--- src/hw/rtl/vcsd_pkg.sv ---
// shared types and constants of the voxel column span decoder
package vcsd_pkg;

	localparam int unsigned BYTE_W = 8;
	localparam int unsigned COL_W = 16;
	localparam int unsigned LEN_W = 12;
	localparam int unsigned POS_W = 11;
	localparam int unsigned ZCUR_W = 9;
	localparam int unsigned CFG_IDX_W = 2;
	localparam int unsigned MAX_COLUMN_BYTES = 2048;
	localparam int unsigned DIV_STEPS = COL_W;
	localparam int unsigned DIV_CNT_W = $clog2(DIV_STEPS);

	localparam logic [CFG_IDX_W-1:0] CFG_X_SIZE = 2'd0;
	localparam logic [CFG_IDX_W-1:0] CFG_Z_SIZE = 2'd1;
	localparam logic [CFG_IDX_W-1:0] CFG_STRICT = 2'd2;

	localparam logic KIND_VOXEL = 1'b0;
	localparam logic KIND_STATUS = 1'b1;

	typedef struct packed {
		logic [BYTE_W-1:0] x_size;
		logic [BYTE_W-1:0] z_size;
		logic              strict_mode;
	} cfg_t;

	typedef struct packed {
		logic              kind;
		logic [COL_W-1:0]  col;
		logic [BYTE_W-1:0] z;
		logic [BYTE_W-1:0] colour;
		logic [BYTE_W-1:0] normal;
		logic              ok;
	} entry_t;

endpackage

--- src/hw/rtl/vcsd_front.sv ---
// front end: takes column bytes, runs the span parser, queues voxel and status records
module vcsd_front (
	input  logic                           clk,
	input  logic                           arst_n,
	input  logic                           in_valid,
	output logic                           in_stall,
	input  logic [vcsd_pkg::BYTE_W-1:0]    data_byte,
	input  logic [vcsd_pkg::COL_W-1:0]     col_index,
	input  logic [vcsd_pkg::LEN_W-1:0]     column_length,
	input  vcsd_pkg::cfg_t                 cfg,
	input  logic                           fifo_full,
	output logic                           push,
	output vcsd_pkg::entry_t               entry
);

	typedef enum logic [5:0] {
		PH_SKIP   = 6'b000001,
		PH_COUNT  = 6'b000010,
		PH_TRAIL  = 6'b000100,
		PH_COLOUR = 6'b001000,
		PH_NORMAL = 6'b010000,
		PH_REPEAT = 6'b100000
	} phase_t;

	phase_t                            phase_q, phase_d;
	logic [vcsd_pkg::POS_W-1:0]        pos_q;
	logic [vcsd_pkg::ZCUR_W-1:0]       z_q, z_d;
	logic [vcsd_pkg::BYTE_W-1:0]       cnt_q, cnt_d;
	logic [vcsd_pkg::BYTE_W-1:0]       rem_q, rem_d;
	logic [vcsd_pkg::BYTE_W-1:0]       colour_q, colour_d;
	logic                              verdict_q, verdict_d;
	logic                              stopped_q, stopped_d;

	logic [vcsd_pkg::LEN_W-1:0]        len_c;
	logic [vcsd_pkg::LEN_W-1:0]        pos_inc;
	logic [vcsd_pkg::LEN_W-1:0]        span_end;
	logic [vcsd_pkg::ZCUR_W:0]         depth_sum;
	logic                              last;
	logic                              trunc;
	logic                              too_deep;
	logic                              voxel;
	logic [vcsd_pkg::BYTE_W-1:0]       vz;
	logic                              accept;

	assign in_stall = fifo_full;
	assign accept = in_valid && !fifo_full;

	always_comb begin
		if (column_length == '0) begin
			len_c = vcsd_pkg::LEN_W'(1);
		end else if (column_length > vcsd_pkg::LEN_W'(vcsd_pkg::MAX_COLUMN_BYTES)) begin
			len_c = vcsd_pkg::LEN_W'(vcsd_pkg::MAX_COLUMN_BYTES);
		end else begin
			len_c = column_length;
		end
	end

	assign pos_inc = {1'b0, pos_q} + vcsd_pkg::LEN_W'(1);
	assign last = pos_inc >= len_c;
	assign span_end = {1'b0, pos_q} + {3'b000, data_byte, 1'b0} + vcsd_pkg::LEN_W'(2);
	assign trunc = span_end > len_c;
	assign depth_sum = {1'b0, z_q} + {2'b00, data_byte};
	assign too_deep = depth_sum > {2'b00, cfg.z_size};

	always_comb begin
		phase_d = phase_q;
		z_d = z_q;
		cnt_d = cnt_q;
		rem_d = rem_q;
		colour_d = colour_q;
		verdict_d = verdict_q;
		stopped_d = stopped_q;
		voxel = 1'b0;
		vz = '0;
		if (!stopped_q) begin
			if (cfg.x_size == '0) begin
				verdict_d = 1'b0;
				stopped_d = 1'b1;
			end else begin
				case (phase_q)
					PH_SKIP: begin
						z_d = z_q + {1'b0, data_byte};
						if (last) begin
							verdict_d = !cfg.strict_mode;
							stopped_d = 1'b1;
						end else begin
							phase_d = PH_COUNT;
						end
					end
					PH_COUNT: begin
						if (data_byte == '0) begin
							if (last) begin
								verdict_d = !cfg.strict_mode;
								stopped_d = 1'b1;
							end else begin
								phase_d = PH_TRAIL;
							end
						end else if (too_deep || trunc) begin
							verdict_d = !cfg.strict_mode;
							stopped_d = 1'b1;
						end else begin
							cnt_d = data_byte;
							rem_d = data_byte;
							phase_d = PH_COLOUR;
						end
					end
					PH_TRAIL: begin
						verdict_d = !(cfg.strict_mode && (data_byte != '0 ||
							z_q != {1'b0, cfg.z_size} || !last));
						stopped_d = 1'b1;
					end
					PH_COLOUR: begin
						colour_d = data_byte;
						phase_d = PH_NORMAL;
						if (last) begin
							verdict_d = !cfg.strict_mode;
							stopped_d = 1'b1;
						end
					end
					PH_NORMAL: begin
						vz = z_q[vcsd_pkg::BYTE_W-1:0];
						voxel = 1'b1;
						z_d = z_q + vcsd_pkg::ZCUR_W'(1);
						rem_d = rem_q - vcsd_pkg::BYTE_W'(1);
						phase_d = (rem_d != '0) ? PH_COLOUR : PH_REPEAT;
						if (last) begin
							verdict_d = !cfg.strict_mode;
							stopped_d = 1'b1;
						end
					end
					PH_REPEAT: begin
						if (cfg.strict_mode && data_byte != cnt_q) begin
							verdict_d = 1'b0;
							stopped_d = 1'b1;
						end else begin
							phase_d = PH_SKIP;
						end
					end
					default: begin
						verdict_d = !cfg.strict_mode;
						stopped_d = 1'b1;
					end
				endcase
			end
		end
	end

	assign push = accept && (last || voxel);

	always_comb begin
		entry.kind = last ? vcsd_pkg::KIND_STATUS : vcsd_pkg::KIND_VOXEL;
		entry.col = col_index;
		entry.z = last ? '0 : vz;
		entry.colour = last ? '0 : colour_d;
		entry.normal = last ? '0 : data_byte;
		entry.ok = last ? verdict_d : 1'b0;
	end

	always_ff @(posedge clk or negedge arst_n) begin
		if (!arst_n) begin
			phase_q <= PH_SKIP;
			pos_q <= '0;
			z_q <= '0;
			cnt_q <= '0;
			rem_q <= '0;
			colour_q <= '0;
			verdict_q <= 1'b1;
			stopped_q <= 1'b0;
		end else if (accept) begin
			if (last) begin
				phase_q <= PH_SKIP;
				pos_q <= '0;
				z_q <= '0;
				cnt_q <= '0;
				rem_q <= '0;
				colour_q <= '0;
				verdict_q <= 1'b1;
				stopped_q <= 1'b0;
			end else begin
				phase_q <= phase_d;
				pos_q <= pos_inc[vcsd_pkg::POS_W-1:0];
				z_q <= z_d;
				cnt_q <= cnt_d;
				rem_q <= rem_d;
				colour_q <= colour_d;
				verdict_q <= verdict_d;
				stopped_q <= stopped_d;
			end
		end
	end

endmodule

--- src/hw/rtl/vcsd_fifo.sv ---
// two-entry record queue between the parser and the output side
module vcsd_fifo (
	input  logic             clk,
	input  logic             arst_n,
	input  logic             push,
	input  vcsd_pkg::entry_t push_entry,
	input  logic             pop,
	output vcsd_pkg::entry_t head,
	output logic             full,
	output logic             empty
);

	vcsd_pkg::entry_t mem_q [2];
	logic             wr_ptr_q;
	logic             rd_ptr_q;
	logic [1:0]       count_q;

	assign full = count_q == 2'd2;
	assign empty = count_q == 2'd0;
	assign head = mem_q[rd_ptr_q];

	always_ff @(posedge clk) begin
		if (push) begin
			mem_q[wr_ptr_q] <= push_entry;
		end
	end

	always_ff @(posedge clk or negedge arst_n) begin
		if (!arst_n) begin
			wr_ptr_q <= 1'b0;
			rd_ptr_q <= 1'b0;
			count_q <= 2'd0;
		end else begin
			if (push) begin
				wr_ptr_q <= !wr_ptr_q;
			end
			if (pop) begin
				rd_ptr_q <= !rd_ptr_q;
			end
			case ({push, pop})
				2'b10: count_q <= count_q + 2'd1;
				2'b01: count_q <= count_q - 2'd1;
				default: count_q <= count_q;
			endcase
		end
	end

endmodule

--- src/hw/rtl/vcsd_back.sv ---
// back end: serial divide for x and y, output register for records
module vcsd_back (
	input  logic                        clk,
	input  logic                        arst_n,
	input  vcsd_pkg::entry_t            head,
	input  logic                        empty,
	input  logic [vcsd_pkg::BYTE_W-1:0] x_size,
	output logic                        pop,
	output logic                        div_busy,
	output logic                        out_valid,
	input  logic                        out_stall,
	output logic                        result_kind,
	output logic [vcsd_pkg::BYTE_W-1:0] voxel_x,
	output logic [vcsd_pkg::BYTE_W-1:0] voxel_y,
	output logic [vcsd_pkg::BYTE_W-1:0] voxel_z,
	output logic [vcsd_pkg::BYTE_W-1:0] voxel_colour,
	output logic [vcsd_pkg::BYTE_W-1:0] voxel_normal,
	output logic                        column_ok
);

	typedef enum logic [1:0] {
		BK_RUN = 2'b01,
		BK_DIV = 2'b10
	} bk_state_t;

	bk_state_t                        state_q;
	logic                             cache_valid_q;
	logic [vcsd_pkg::COL_W-1:0]       cache_col_q;
	logic [vcsd_pkg::BYTE_W-1:0]      cache_div_q;
	logic [vcsd_pkg::BYTE_W-1:0]      x_q;
	logic [vcsd_pkg::BYTE_W-1:0]      y_q;
	logic [vcsd_pkg::COL_W-1:0]       dq_q;
	logic [vcsd_pkg::BYTE_W-1:0]      prem_q;
	logic [vcsd_pkg::DIV_CNT_W-1:0]   cnt_q;

	logic                             out_valid_q;
	logic                             result_kind_q;
	logic [vcsd_pkg::BYTE_W-1:0]      voxel_x_q;
	logic [vcsd_pkg::BYTE_W-1:0]      voxel_y_q;
	logic [vcsd_pkg::BYTE_W-1:0]      voxel_z_q;
	logic [vcsd_pkg::BYTE_W-1:0]      voxel_colour_q;
	logic [vcsd_pkg::BYTE_W-1:0]      voxel_normal_q;
	logic                             column_ok_q;

	logic                             out_free;
	logic                             hit;
	logic                             is_status;
	logic                             start_div;
	logic [vcsd_pkg::BYTE_W:0]        trial;
	logic                             ge;
	logic [vcsd_pkg::BYTE_W:0]        diff;
	logic [vcsd_pkg::BYTE_W-1:0]      prem_n;
	logic [vcsd_pkg::COL_W-1:0]       dq_n;

	assign out_free = !out_valid_q || !out_stall;
	assign is_status = head.kind == vcsd_pkg::KIND_STATUS;
	assign hit = cache_valid_q && cache_col_q == head.col && cache_div_q == x_size;
	assign pop = state_q == BK_RUN && !empty && (is_status || hit) && out_free;
	assign start_div = state_q == BK_RUN && !empty && !is_status && !hit;
	assign div_busy = state_q == BK_DIV;

	// one quotient bit per cycle, restoring
	assign trial = {prem_q, dq_q[vcsd_pkg::COL_W-1]};
	assign ge = trial >= {1'b0, cache_div_q};
	assign diff = trial - {1'b0, cache_div_q};
	assign prem_n = ge ? diff[vcsd_pkg::BYTE_W-1:0] : trial[vcsd_pkg::BYTE_W-1:0];
	assign dq_n = {dq_q[vcsd_pkg::COL_W-2:0], ge};

	always_ff @(posedge clk) begin
		if (start_div) begin
			dq_q <= head.col;
			prem_q <= '0;
			cache_col_q <= head.col;
			cache_div_q <= x_size;
		end else if (state_q == BK_DIV) begin
			dq_q <= dq_n;
			prem_q <= prem_n;
			if (cnt_q == vcsd_pkg::DIV_CNT_W'(vcsd_pkg::DIV_STEPS - 1)) begin
				x_q <= prem_n;
				y_q <= dq_n[vcsd_pkg::BYTE_W-1:0];
			end
		end
		if (pop) begin
			result_kind_q <= head.kind;
			voxel_x_q <= is_status ? '0 : x_q;
			voxel_y_q <= is_status ? '0 : y_q;
			voxel_z_q <= head.z;
			voxel_colour_q <= head.colour;
			voxel_normal_q <= head.normal;
			column_ok_q <= head.ok;
		end
	end

	always_ff @(posedge clk or negedge arst_n) begin
		if (!arst_n) begin
			state_q <= BK_RUN;
			cache_valid_q <= 1'b0;
			cnt_q <= '0;
			out_valid_q <= 1'b0;
		end else begin
			case (state_q)
				BK_RUN: begin
					if (start_div) begin
						state_q <= BK_DIV;
						cache_valid_q <= 1'b0;
						cnt_q <= '0;
					end
				end
				BK_DIV: begin
					cnt_q <= cnt_q + vcsd_pkg::DIV_CNT_W'(1);
					if (cnt_q == vcsd_pkg::DIV_CNT_W'(vcsd_pkg::DIV_STEPS - 1)) begin
						state_q <= BK_RUN;
						cache_valid_q <= 1'b1;
					end
				end
				default: begin
					state_q <= BK_RUN;
					cache_valid_q <= 1'b0;
				end
			endcase
			if (pop) begin
				out_valid_q <= 1'b1;
			end else if (!out_stall) begin
				out_valid_q <= 1'b0;
			end
		end
	end

	assign out_valid = out_valid_q;
	assign result_kind = result_kind_q;
	assign voxel_x = voxel_x_q;
	assign voxel_y = voxel_y_q;
	assign voxel_z = voxel_z_q;
	assign voxel_colour = voxel_colour_q;
	assign voxel_normal = voxel_normal_q;
	assign column_ok = column_ok_q;

endmodule

--- src/hw/rtl/voxel_column_span_decoder.sv ---
// top level of the voxel column span decoder
// The decoder takes one column byte per cycle as long as its two-entry record queue has
// room; bytes that yield no record do not enter the queue. Each voxel needs x and y, the column
// index split by x_size, which the back end forms with a bit-serial divider of 16 steps;
// the result is kept and reused while the column index and x_size stay the same, so the
// first voxel of a new column waits while the divider is loaded and runs its 16 steps, and
// later voxels of the column pass with no extra wait. While the divider runs the queue
// fills after two records and the input stalls. A status record leaves on the column's last
// byte. There is no memory and no clearing pass after reset. Write x_size, z_size and
// strict_mode only while idle.
module voxel_column_span_decoder (
	input  logic                           clk,
	input  logic                           arst_n,
	input  logic                           cfg_wr_en,
	input  logic [vcsd_pkg::CFG_IDX_W-1:0] cfg_index,
	input  logic [vcsd_pkg::BYTE_W-1:0]    cfg_data,
	input  logic                           in_valid,
	output logic                           in_stall,
	input  logic [vcsd_pkg::BYTE_W-1:0]    data_byte,
	input  logic [vcsd_pkg::COL_W-1:0]     col_index,
	input  logic [vcsd_pkg::LEN_W-1:0]     column_length,
	output logic                           out_valid,
	input  logic                           out_stall,
	output logic                           result_kind,
	output logic [vcsd_pkg::BYTE_W-1:0]    voxel_x,
	output logic [vcsd_pkg::BYTE_W-1:0]    voxel_y,
	output logic [vcsd_pkg::BYTE_W-1:0]    voxel_z,
	output logic [vcsd_pkg::BYTE_W-1:0]    voxel_colour,
	output logic [vcsd_pkg::BYTE_W-1:0]    voxel_normal,
	output logic                           column_ok
);

	vcsd_pkg::cfg_t   cfg_q;
	vcsd_pkg::entry_t push_entry;
	vcsd_pkg::entry_t head;
	logic             push;
	logic             pop;
	logic             fifo_full;
	logic             fifo_empty;
	logic             div_busy;

	always_ff @(posedge clk or negedge arst_n) begin
		if (!arst_n) begin
			cfg_q <= '0;
		end else if (cfg_wr_en) begin
			case (cfg_index)
				vcsd_pkg::CFG_X_SIZE: cfg_q.x_size <= cfg_data;
				vcsd_pkg::CFG_Z_SIZE: cfg_q.z_size <= cfg_data;
				vcsd_pkg::CFG_STRICT: cfg_q.strict_mode <= cfg_data[0];
				default: cfg_q <= cfg_q;
			endcase
		end
	end

	vcsd_front u_front (
		.clk           (clk),
		.arst_n        (arst_n),
		.in_valid      (in_valid),
		.in_stall      (in_stall),
		.data_byte     (data_byte),
		.col_index     (col_index),
		.column_length (column_length),
		.cfg           (cfg_q),
		.fifo_full     (fifo_full),
		.push          (push),
		.entry         (push_entry)
	);

	vcsd_fifo u_fifo (
		.clk        (clk),
		.arst_n     (arst_n),
		.push       (push),
		.push_entry (push_entry),
		.pop        (pop),
		.head       (head),
		.full       (fifo_full),
		.empty      (fifo_empty)
	);

	vcsd_back u_back (
		.clk          (clk),
		.arst_n       (arst_n),
		.head         (head),
		.empty        (fifo_empty),
		.x_size       (cfg_q.x_size),
		.pop          (pop),
		.div_busy     (div_busy),
		.out_valid    (out_valid),
		.out_stall    (out_stall),
		.result_kind  (result_kind),
		.voxel_x      (voxel_x),
		.voxel_y      (voxel_y),
		.voxel_z      (voxel_z),
		.voxel_colour (voxel_colour),
		.voxel_normal (voxel_normal),
		.column_ok    (column_ok)
	);

	a_no_overflow: assert property (@(posedge clk) disable iff (!arst_n)
		push |-> !fifo_full)
		else $error("record queue written while full");

	a_no_pop_in_div: assert property (@(posedge clk) disable iff (!arst_n)
		div_busy |-> !pop)
		else $error("record released while divider busy");

	a_voxel_no_ok: assert property (@(posedge clk) disable iff (!arst_n)
		out_valid && result_kind == vcsd_pkg::KIND_VOXEL |-> !column_ok)
		else $error("voxel record carries a column verdict");

	a_status_clean: assert property (@(posedge clk) disable iff (!arst_n)
		out_valid && result_kind == vcsd_pkg::KIND_STATUS |->
			voxel_x == '0 && voxel_y == '0 && voxel_z == '0 &&
			voxel_colour == '0 && voxel_normal == '0)
		else $error("status record carries voxel fields");

endmodule
--- config.mk ---
export PLATFORM = sky130hd
export DESIGN_NAME = voxel_column_span_decoder
export DESIGN_NICKNAME = d
export VERILOG_FILES = /design/src/hw/rtl/vcsd_pkg.sv /design/src/hw/rtl/vcsd_front.sv /design/src/hw/rtl/vcsd_fifo.sv /design/src/hw/rtl/vcsd_back.sv /design/src/hw/rtl/voxel_column_span_decoder.sv
export SDC_FILE = /design/constraint.sdc
export NUM_CORES = 1
export LEC_CHECK = 0
export ABC_AREA = 1
export BUFFER_PORTS_ARGS = -buffer_cell sky130_fd_sc_hd__buf_2
export CAP_MARGIN = 20
export CORE_MARGIN = 2
export CORE_UTILIZATION = 35
export DETAILED_ROUTE_END_ITERATION = 16
export GPL_TIMING_DRIVEN = 1
export HOLD_SLACK_MARGIN = 0.02
export PLACE_DENSITY_LB_ADDON = 0.2
export SLEW_MARGIN = 20
export SYNTH_ARGS = -nofsm -noshare
export SYNTH_HDL_FRONTEND = slang
export SYNTH_SLANG_ARGS = --single-unit
--- constraint.sdc ---
create_clock -name clk -period 6.65 [get_ports clk]
set_clock_uncertainty 0.15 [all_clocks]
set_input_delay 0 -clock clk [delete_from_list [all_inputs] [get_ports clk]]
set_output_delay 0 -clock clk [all_outputs]
set_load 0.05 [all_outputs]
== After elaboration in Yosys (flattened, before gate mapping) ==
Memory sizes are Yosys's and may differ from the RTL's.
Index checks and enable logic that the tools add are counted.
Cells by class
  $add $sub $neg: 11
  order comparisons: 5
  equality and inequality tests: 29
  multiplexer cells: 70
  bitwise gates (word level): 1
  reductions and logical operators: 53
Operators with widths (count)
  two-way mux 8 bit: 19
  two-way mux 6 bit: 7
  two-way mux 16 bit: 2
  case mux 6 bit (5 select lines): 1
  two-way mux 9 bit: 3
  two-way mux 1 bit: 24
  two-way mux 12 bit: 2
  case mux 9 bit (2 select lines): 1
  AND reduction 6 bit: 3
  == test 16 bit: 1
  logical NOT 8 bit: 2
  case mux 8 bit (2 select lines): 1
  nonzero test 8 bit: 2
  adder 11 x 1 -> 12 bit (second input constant): 1
  adder 11 x 9 -> 12 bit: 1
  adder 12 x 2 -> 12 bit (second input constant): 1
  greater-or-equal comparator 12 bit: 1
  greater-than comparator 12 bit: 1
  greater-than comparator 12 bit (second input constant): 1
  logical NOT 12 bit: 1
  inequality test 2 x 1 -> 1 bit (second input constant): 6
  logical AND 1 bit: 11
  logical NOT 1 bit: 11
  two-way mux 11 bit: 1
  other kinds (42): 65
Word-level totals
  register bits: 187
  memory bits (writable): 84
  input bits: 51
  output and inout port bits: 44
  memories kept: 1
Memories
  u_fifo.mem_q: words 2, bits a word 42, read ports 1, clocked after Yosys merged registers in 0, write ports 1, line vcsd_fifo.sv:13  | vcsd_pkg::entry_t mem_q [2];

== Depth between registers and ports, before layout ==
Gate-level depths: netlist of the first run.
  depth after elaboration: 12
  depth in mapped cells: 31
  mapped depth without buffers: 31

== Modules after synthesis ==
A second synthesis of the first run with hierarchy kept.
Unflattened totals
  cells, all modules: 1523
  area, all modules: 14244.9 µm²
Modules (own cells, without submodules)
  vcsd_front: times used 1, cells each 738, area each 5255.0 µm²
  vcsd_back: times used 1, cells each 465, area each 4932.2 µm²
  vcsd_fifo: times used 1, cells each 243, area each 3326.9 µm²
  voxel_column_span_decoder: times used 1, cells each 77, area each 730.7 µm²

== Least setup slack after synthesis of the first run ==
No wires, ideal clock.
  path type: register -> register
  start: reg u_front.pos_q[0] (netlist bit)
  end: mem u_fifo.mem_q[1][0] (netlist bit) (enable)
  setup time: 0.443 ns
  arrival time: 4.154 ns
  data required time: 6.057 ns
  slack: 1.903 ns
  cell stages (with the launch flop): 20
  buffers on the path: 0
  period minus slack after synthesis: 4.747 ns
  cell sequence: dfrtp_1 > ha_1 > nand2_1 > nor2_1 > nand2_1 > nor2_1 > nand3_1 > xor2_1 > inv_1 > ha_1 > nand2_1 > nor2_1 > nand2_1 > a21oi_1 > nor2_1 > nand2_2 > inv_2 > nand2_1 > nand2_1 > nor2_1
Between the ends
  word-level cells in the longest chain between the ends: 6
RTL lines
  start, declared: line vcsd_front.sv:26  | logic [vcsd_pkg::POS_W-1:0] pos_q;
  start signal, assigned: line vcsd_front.sv:181  | pos_q <= pos_inc[vcsd_pkg::POS_W-1:0];
  adder 11 x 1 -> 12 bit: line vcsd_front.sv:58  | assign pos_inc = {1'b0, pos_q} + vcsd_pkg::LEN_W'(1);
  greater-or-equal comparator 12 bit: line vcsd_front.sv:59  | assign last = pos_inc >= len_c;
  logical OR 1 bit: line vcsd_front.sv:148  | assign push = accept && (last || voxel);
  logical AND 1 bit: line vcsd_front.sv:148
  two-way mux 1 bit: line vcsd_fifo.sv:23  | if (push) begin
  two-way mux 1 bit (not written as such): line vcsd_fifo.sv:24  | mem_q[wr_ptr_q] <= push_entry;
  end, declared: line vcsd_fifo.sv:13
No other way between the ends.

== Worst setup path in the final report of the first run ==
  start: reg u_front.pos_q[2] (netlist bit)
  end: reg u_front.rem_q[5] (netlist bit)
Between the ends
  word-level cells in the longest chain between the ends: 6
  elaborated cells on any way between the ends: 13
  those cells by class: 3 x add/sub; 2 x order compare; 4 x eq/ne; 1 x mux; 3 x reduce/logical
RTL lines
  adder 11 x 9 -> 12 bit: line vcsd_front.sv:60  | assign span_end = {1'b0, pos_q} + {3'b000, data_byte, 1'b0} + vcsd_pkg::LEN_W'(2);
  adder 12 x 2 -> 12 bit: line vcsd_front.sv:60
  greater-than comparator 12 bit: line vcsd_front.sv:61  | assign trunc = span_end > len_c;
  logical OR 1 bit: line vcsd_front.sv:98  | end else if (too_deep || trunc) begin
  inequality test 3 x 2 -> 1 bit (no line)
  AND reduction 6 bit (no line)
  end signal, assigned: line vcsd_front.sv:184  | rem_q <= rem_d;
  end, declared: line vcsd_front.sv:29  | logic [vcsd_pkg::BYTE_W-1:0] rem_q, rem_d;
Several ways; a longest one is shown, not always the timed one.
A chain may end at the register's enable or synchronous reset.

==> reports/results.ini, run 1 <==
[timing]
max_slew.worst_pin.slew_ns=0.974
fmax_ghz=0.221
finalSetupViolations=0
rsz0062_at_grt=false
drv_slew=0
min_period_over_period=0.680
tns_ns=0
finalCriticalPeriod_ns=4.52
hold_viol=0
hold_ws_ns=0.0379
relSlewSlack=0.351

[synthesis]
syn_area_per_cell_um2=9.44
synth_edf_count=182
yosysTopAreaCellShare=0.400
syn_area_um2=13700
syn_inst=1448
synth_ff_type=edfxtp_1
yosys_warnings=0
synth_nets=1580
yosys-top-cells-area=edfxtp_1, dfrtp_1, nand2_1
synthArstFlopShare=0.299
ys_seq_area_frac=0.560
ys_types=48
ys_ff_latch=271
yosys.area.top_type=edfxtp_1

[detailed_routing]
drc=0
viasPerCell=4.69
vias=10125
firstDrtPassIters=5
detail-route-antenna-nets=0
routed_wirelength_um=32700
drt_iter0_markers=589
routedWlPerCell_um=15.1

[worst_setup_path]
start_kind=flip-flop
cp-end-kind=flip-flop
reg2reg_to=u_front.rem_q[5]
path_class=flip-flop to flip-flop
cp-endpoint=u_front.rem_q[5]
reg2reg_depth=25
cp_max_fo=14
arrival_ns=4.83
crit_start=u_front.pos_q[2]
reg2reg_slack_ns=2.13
cp.required_ns=6.96
r2r-start=u_front.pos_q[2]

[clock_tree]
clkLatencyLatePin_ns=0.57
cts_buffers=31
cts_tree=yes
post_cts_resized=0
clock-sinks=271
clk_pin_slew_worst_paths_ns=0.06
cts_setup_buffers=0
root_buffer=clkbuf_16
ctsLongestPathBuffers=3
htreeDepth=1
hold_buffers=62

[placed_design]
io_buffer_count=94
place_congestion=0.862
hpwl_um=23600
place_area_um2=14700
dp_cells=2040

[global_routing]
antenna_found_initial=0
grt_start_max_net_pins=71
grt.total_usage=0.164
grt_pass1_wl_um=53300
grt_pass1_vias=9973
grt.overflow.total=0

[layout]
final_common_cell=nand2_1
drive_gt1_frac=0.111
stdcell_area_um2=16400
fin_nets=1749
final_cell_mix=nand2_1, edfxtp_1, inv_1
areaGrowthSynthToFinish_pct=20.1
final_cells=2160
diodes=0

[die]
core-area_um2=38600
die_x_um=202
die_h_um=202
ioPinCount=95
rows=72
dieArea_um2=40600
start_util=0.354

[power_and_ir_drop]
leakage_nw=7.44
ir_drop_mv=0.211
p_per_area_nw_per_um2=434

[min_path]
min_path_type=input pin to flip-flop

[run_status]
status=completed

[job]
maxCapViolations=0

==> synth_stat cells (2+ instances only) <==
cell	n
a211oi_1	2
a21oi_1	53
a22o_1	2
a31oi_1	3
buf_1	5
buf_2	6
buf_6	6
clkbuf_1	12
clkinv_1	3
dfrtp_1	78
dfstp_2	3
dfxtp_1	8
edfxtp_1	182
fa_1	4
ha_1	77
inv_1	178
inv_2	2
nand2_1	439
nand2_2	4
nand3_1	49
nand3_2	3
nand4_1	15
nor2_1	104
nor3_1	18
nor4_1	5
o211ai_1	4
o21a_1	2
o21ai_0	78
o21ai_1	7
o21ai_2	3
o21bai_1	2
o22ai_1	18
or2_2	4
xnor2_1	20
xor2_1	36
==> power by group <==
| group | total, W | internal, W | leakage, nW | switching, W |
|---|---|---|---|---|
| registers | 0.00264 | 0.00240 | 2.77 | 0.000237 |
| clock network | 0.00176 | 0.00107 | 0.521 | 0.000688 |
| logic | 0.00272 | 0.000828 | 4.14 | 0.00190 |
==> layout make-up <==
type	instances	area (um^2)
Multi-Input combinational cell	963	5170
Timing Repair Buffer	166	1170
Clock inverter	14	179
Fill cell	3755	22100
Inverter	184	696
Clock buffer	44	905
Sequential cell	271	7660
Tap cell	518	648
==> worst max-delay path, cell delays in order (launching register included) <==
cell	delay [ns]
dfrtp_1	0.44
ha_1	0.31
ha_1	0.24
fa_1	0.41
nand3_1	0.11
nand3_1	0.11
a21oi_1	0.15
o21bai_1	0.10
nand2_1	0.07
nand2_1	0.04
a21oi_1	0.15
xor2_1	0.09
ha_1	0.27
nand2_1	0.07
inv_1	0.06
nand2_1	0.06
nor2_1	0.14
nand2_1	0.07
nand3_1	0.06
nand2_1	0.11
nand3_1	0.14
o21ai_2	0.07
o21ai_1	0.67
inv_1	0.17
nand2_1	0.10
nand2_1	0.05
==> how the worst min path moves through the flow <==
stage | startpoint | endpoint | slack (ns) | cells after the start
6_report | col_index[7] | u_fifo.mem_q[1][32] | 0.04 | 2
4_1_cts | col_index[7] | u_fifo.mem_q[1][32] | 0.02 | 2
3_5_place_dp | arst_n | u_back.cnt_q[3] | -0.28 | 1
5_1_grt | col_index[7] | u_fifo.mem_q[1][32] | 0.04 | 2
2_1_floorplan | arst_n | cfg_q[0] | -0.45 | 0
3_3_place_gp | arst_n | u_back.cnt_q[3] | -0.28 | 1
==> flip-flops by register name (all words and copies together) (netlist names), 9 cells and up <==
signal,count
u_back.dq_q,16
u_front.pos_q,11
u_back.cache_col_q,16
cfg_q,17
u_fifo.mem_q,84
u_front.z_q,9
==> layer usage <==
layer / wire, um / vias to the layer above / global-route usage
li1: - / 5115 / -
met1: 15000 / 4744 / 0.220
met2: 15600 / 204 / 0.278
met3: 1160 / 62 / 0.0178
met4: 1010 / 0 / 0.0525
met5: 0 / - / 0
==> per-stage QoR <==
stage               setup WS [ns]  power (W)   util
detailed placement           2.11    0.00538  0.382
global route                 1.60    0.00766  0.426
finish                       2.13    0.00712  0.426
CTS                          2.12    0.00721  0.426
floorplan                    1.90    0.00467      -
global placement             2.22    0.00536  0.382
==> logic make-up after synthesis <==
family	synth area share
flops	0.560
compound gates	0.0730
buf+inv	0.0633
xor+xnor	0.0359
fa+ha+maj	0.0764
simple gates	0.191
Note: power is estimated with default switching activity, not from simulation.
==> run 2: changes to the inputs <==
--- a/config.mk
+++ b/config.mk
@@ -5,7 +5,7 @@
 export SDC_FILE = /design/constraint.sdc
 export NUM_CORES = 1
 export LEC_CHECK = 0
-export ABC_AREA = 1
+export ABC_AREA = 0
 export BUFFER_PORTS_ARGS = -buffer_cell sky130_fd_sc_hd__buf_2
 export CAP_MARGIN = 20
 export CORE_MARGIN = 2
==> constraint.sdc (replaced) <==
create_clock -name clk -period 4.4 [get_ports clk]
set_clock_uncertainty 0.15 [all_clocks]
set_input_delay 0 -clock clk [delete_from_list [all_inputs] [get_ports clk]]
set_output_delay 0 -clock clk [all_outputs]
set_load 0.05 [all_outputs]
==> reports/results.ini, run 2 <==
[clock_tree]
cts_buffers=30
root_buffer=clkbuf_16
ctsLongestPathBuffers=3
clock-sinks=271
clkLatencyLatePin_ns=0.58
htreeDepth=1
cts_setup_buffers=0
cts_tree=yes
clk_pin_slew_worst_paths_ns=0.06

[die]
rows=71
die_h_um=200
die_x_um=200
core-area_um2=37800
ioPinCount=95
start_util=0.356
dieArea_um2=40100

[synthesis]
ys_seq_area_frac=0.568
syn_area_per_cell_um2=12.3
ys_types=64
yosys-top-cells-area=edfxtp_1, dfrtp_1, ha_1
ys_ff_latch=271
synth.most_common_cell=edfxtp_1
synth_edf_count=182
yosys_warnings=0
yosysTopAreaCellShare=0.405
syn_area_um2=13500
synth_commonest_cells=edfxtp_1, nand2_1, dfrtp_1
synthArstFlopShare=0.299
syn_inst=1093
synth_nets=1225
synth_ff_type=edfxtp_1
yosys.area.top_type=edfxtp_1

[timing]
fmax_ghz=0.243
finalSetupViolations=0
tns_ns=0
drv_slew=0
relSlewSlack=0.376
max_slew.worst_pin.slew_ns=0.933
worst_slack_ns=0.281
hold_viol=0
finalCriticalPeriod_ns=4.12
min_period_over_period=0.936

[worst_setup_path]
reg2reg_to=u_front.phase_q[1]
reg2reg_slack_ns=0.28
arrival_ns=4.43
r2r-start=u_front.pos_q[3]
path_class=flip-flop to flip-flop
cp_max_fo=5
reg2reg_depth=19
start_kind=flip-flop
cp.required_ns=4.71
cp-end-kind=flip-flop

[global_routing]
antenna_found_initial=0
grt.total_usage=0.156
grt_start_max_net_pins=50
grt.overflow.total=0
grt_pass1_wl_um=49700
grt_pass1_vias=8971

[placed_design]
place_congestion=0.841
io_buffer_count=94
place_area_um2=14800
dp_cells=1707
post-place-ws_ns=0.0760
hpwl_um=22200

[power_and_ir_drop]
p_per_area_nw_per_um2=550
p_comb_frac=0.320
power_switching_w=0.00311
seq_power_share=0.404
totalPowerFinal_w=0.00905
p_sw_frac=0.343
ir_drop_mv=0.310
leakage_nw=6.59
p_int_w=0.00594
pwr-share-clk=0.276

[job]
maxCapViolations=0

[detailed_routing]
routed_wirelength_um=31500
drt_iter0_markers=472
routedWlPerCell_um=17.3
vias=8969
viasPerCell=4.91
drc=0
firstDrtPassIters=5
detail-route-antenna-nets=0

[min_path]
min_path_cells=2
min_path_type=input pin to flip-flop
hold_start=col_index[12]
hold_end=u_fifo.mem_q[1][37]

[layout]
final_cells=1825
stdcell_area_um2=16500
final_cell_mix=edfxtp_1, buf_2, nand2_1
reg.largest.list=u_fifo.mem_q x84, cfg_q x17
diodes=0
drive_gt1_frac=0.209
largest_reg_flops=84
areaGrowthSynthToFinish_pct=22.1
final_common_cell=edfxtp_1
fin_nets=1423
regMostFlops=u_fifo.mem_q

[run_status]
status=completed

## run 2: cell count changes after synthesis, sizes merged, moves of 36 or more
cell,previous run,this run
nand2,443,84
nor2,105,67
mux2,0,67
inv,181,53
nand3,52,15
xnor2,20,56
and2,0,39
## run 2: cell type report
class                           instances  area [um^2]
Tap cell                              511          639
Inverter                               53          199
Clock buffer                           42          816
Sequential cell                       271         7660
Clock inverter                         13          170
Timing Repair Buffer                  196         1440
Fill cell                            3558        21400
Multi-Input combinational cell        739         5550
## run 2: critical path, cell delays in order, from the launching register on
cell and delay, ns:
dfrtp_1 0.38, ha_1 0.32, ha_1 0.31, a21o_1 0.17
a21oi_2 0.17, o21bai_1 0.08, a21oi_1 0.19, o21ai_1 0.13
a21oi_1 0.16, nor2b_1 0.07, ha_1 0.31, a21oi_1 0.18
o21ai_0 0.13, a2111oi_2 0.26, a21oi_2 0.11, nor2_1 0.11
buf_4 0.15, o21ai_0 0.07, or2_2 0.35, o32ai_2 0.22
## run 2: what timing repair did
action                                  in CTS  in global routing
endpoints found under the setup margin       0                 25
hold buffers                                63                  0
hold endpoints to repair                   203                  0
gates resized for setup                      0                 14
## run 2: worst max path at each step
stage | endpoint | from | cells past startpoint
final | u_front.phase_q[1] | u_front.pos_q[3] | 19
after global routing | u_front.phase_q[1] | u_front.pos_q[3] | 19
after CTS | u_fifo.mem_q[1][0] | u_front.pos_q[3] | 19
after detailed placement | u_fifo.mem_q[1][0] | u_front.pos_q[3] | 19
after global placement | u_fifo.mem_q[1][0] | u_front.pos_q[3] | 19
after floorplan | u_fifo.mem_q[0][0] | u_front.pos_q[2] | 13
## run 2: stage by stage
step,hold WS [ns],utilization
floorplan,-0.446,-
global placement,-0.0123,0.391
detailed placement,-0.0198,0.391
CTS,0.0220,0.434
global route,0.0309,0.435
finish,0.0470,0.435
## run 2: cells by family after synthesis
logic type | after synthesis | share of synthesized area
DFF | 271 | 0.568
buffers and inverters | 83 | 0.0271
muxes | 86 | 0.0723
AOI/OAI and AO/OA | 194 | 0.0946
xor gates and xnor gates | 81 | 0.0526
adders and majority gates | 81 | 0.0774
and+or+nand+nor | 297 | 0.109
## run 2: power by group through the flow
| stage | clock (W) | combinational, W | sequential [W] |
|---|---|---|---|
| 2_1_floorplan | 0 | 0.00176 | 0.00399 |
| 3_3_place_gp | 0 | 0.00281 | 0.00370 |
| 3_5_place_dp | 0 | 0.00282 | 0.00372 |
| 4_1_cts | 0.00256 | 0.00290 | 0.00367 |
| 5_1_grt | 0.00265 | 0.00318 | 0.00372 |
| 6_report | 0.00249 | 0.00290 | 0.00366 |
## run 2: routing by layer
layer	up-vias	GRT usage	wire, um
met2	162	0.265	15100
met3	46	0.0231	1130
met5	-	0	0
met4	0	0.0426	665
met1	4362	0.207	14600
li1	4399	-	-
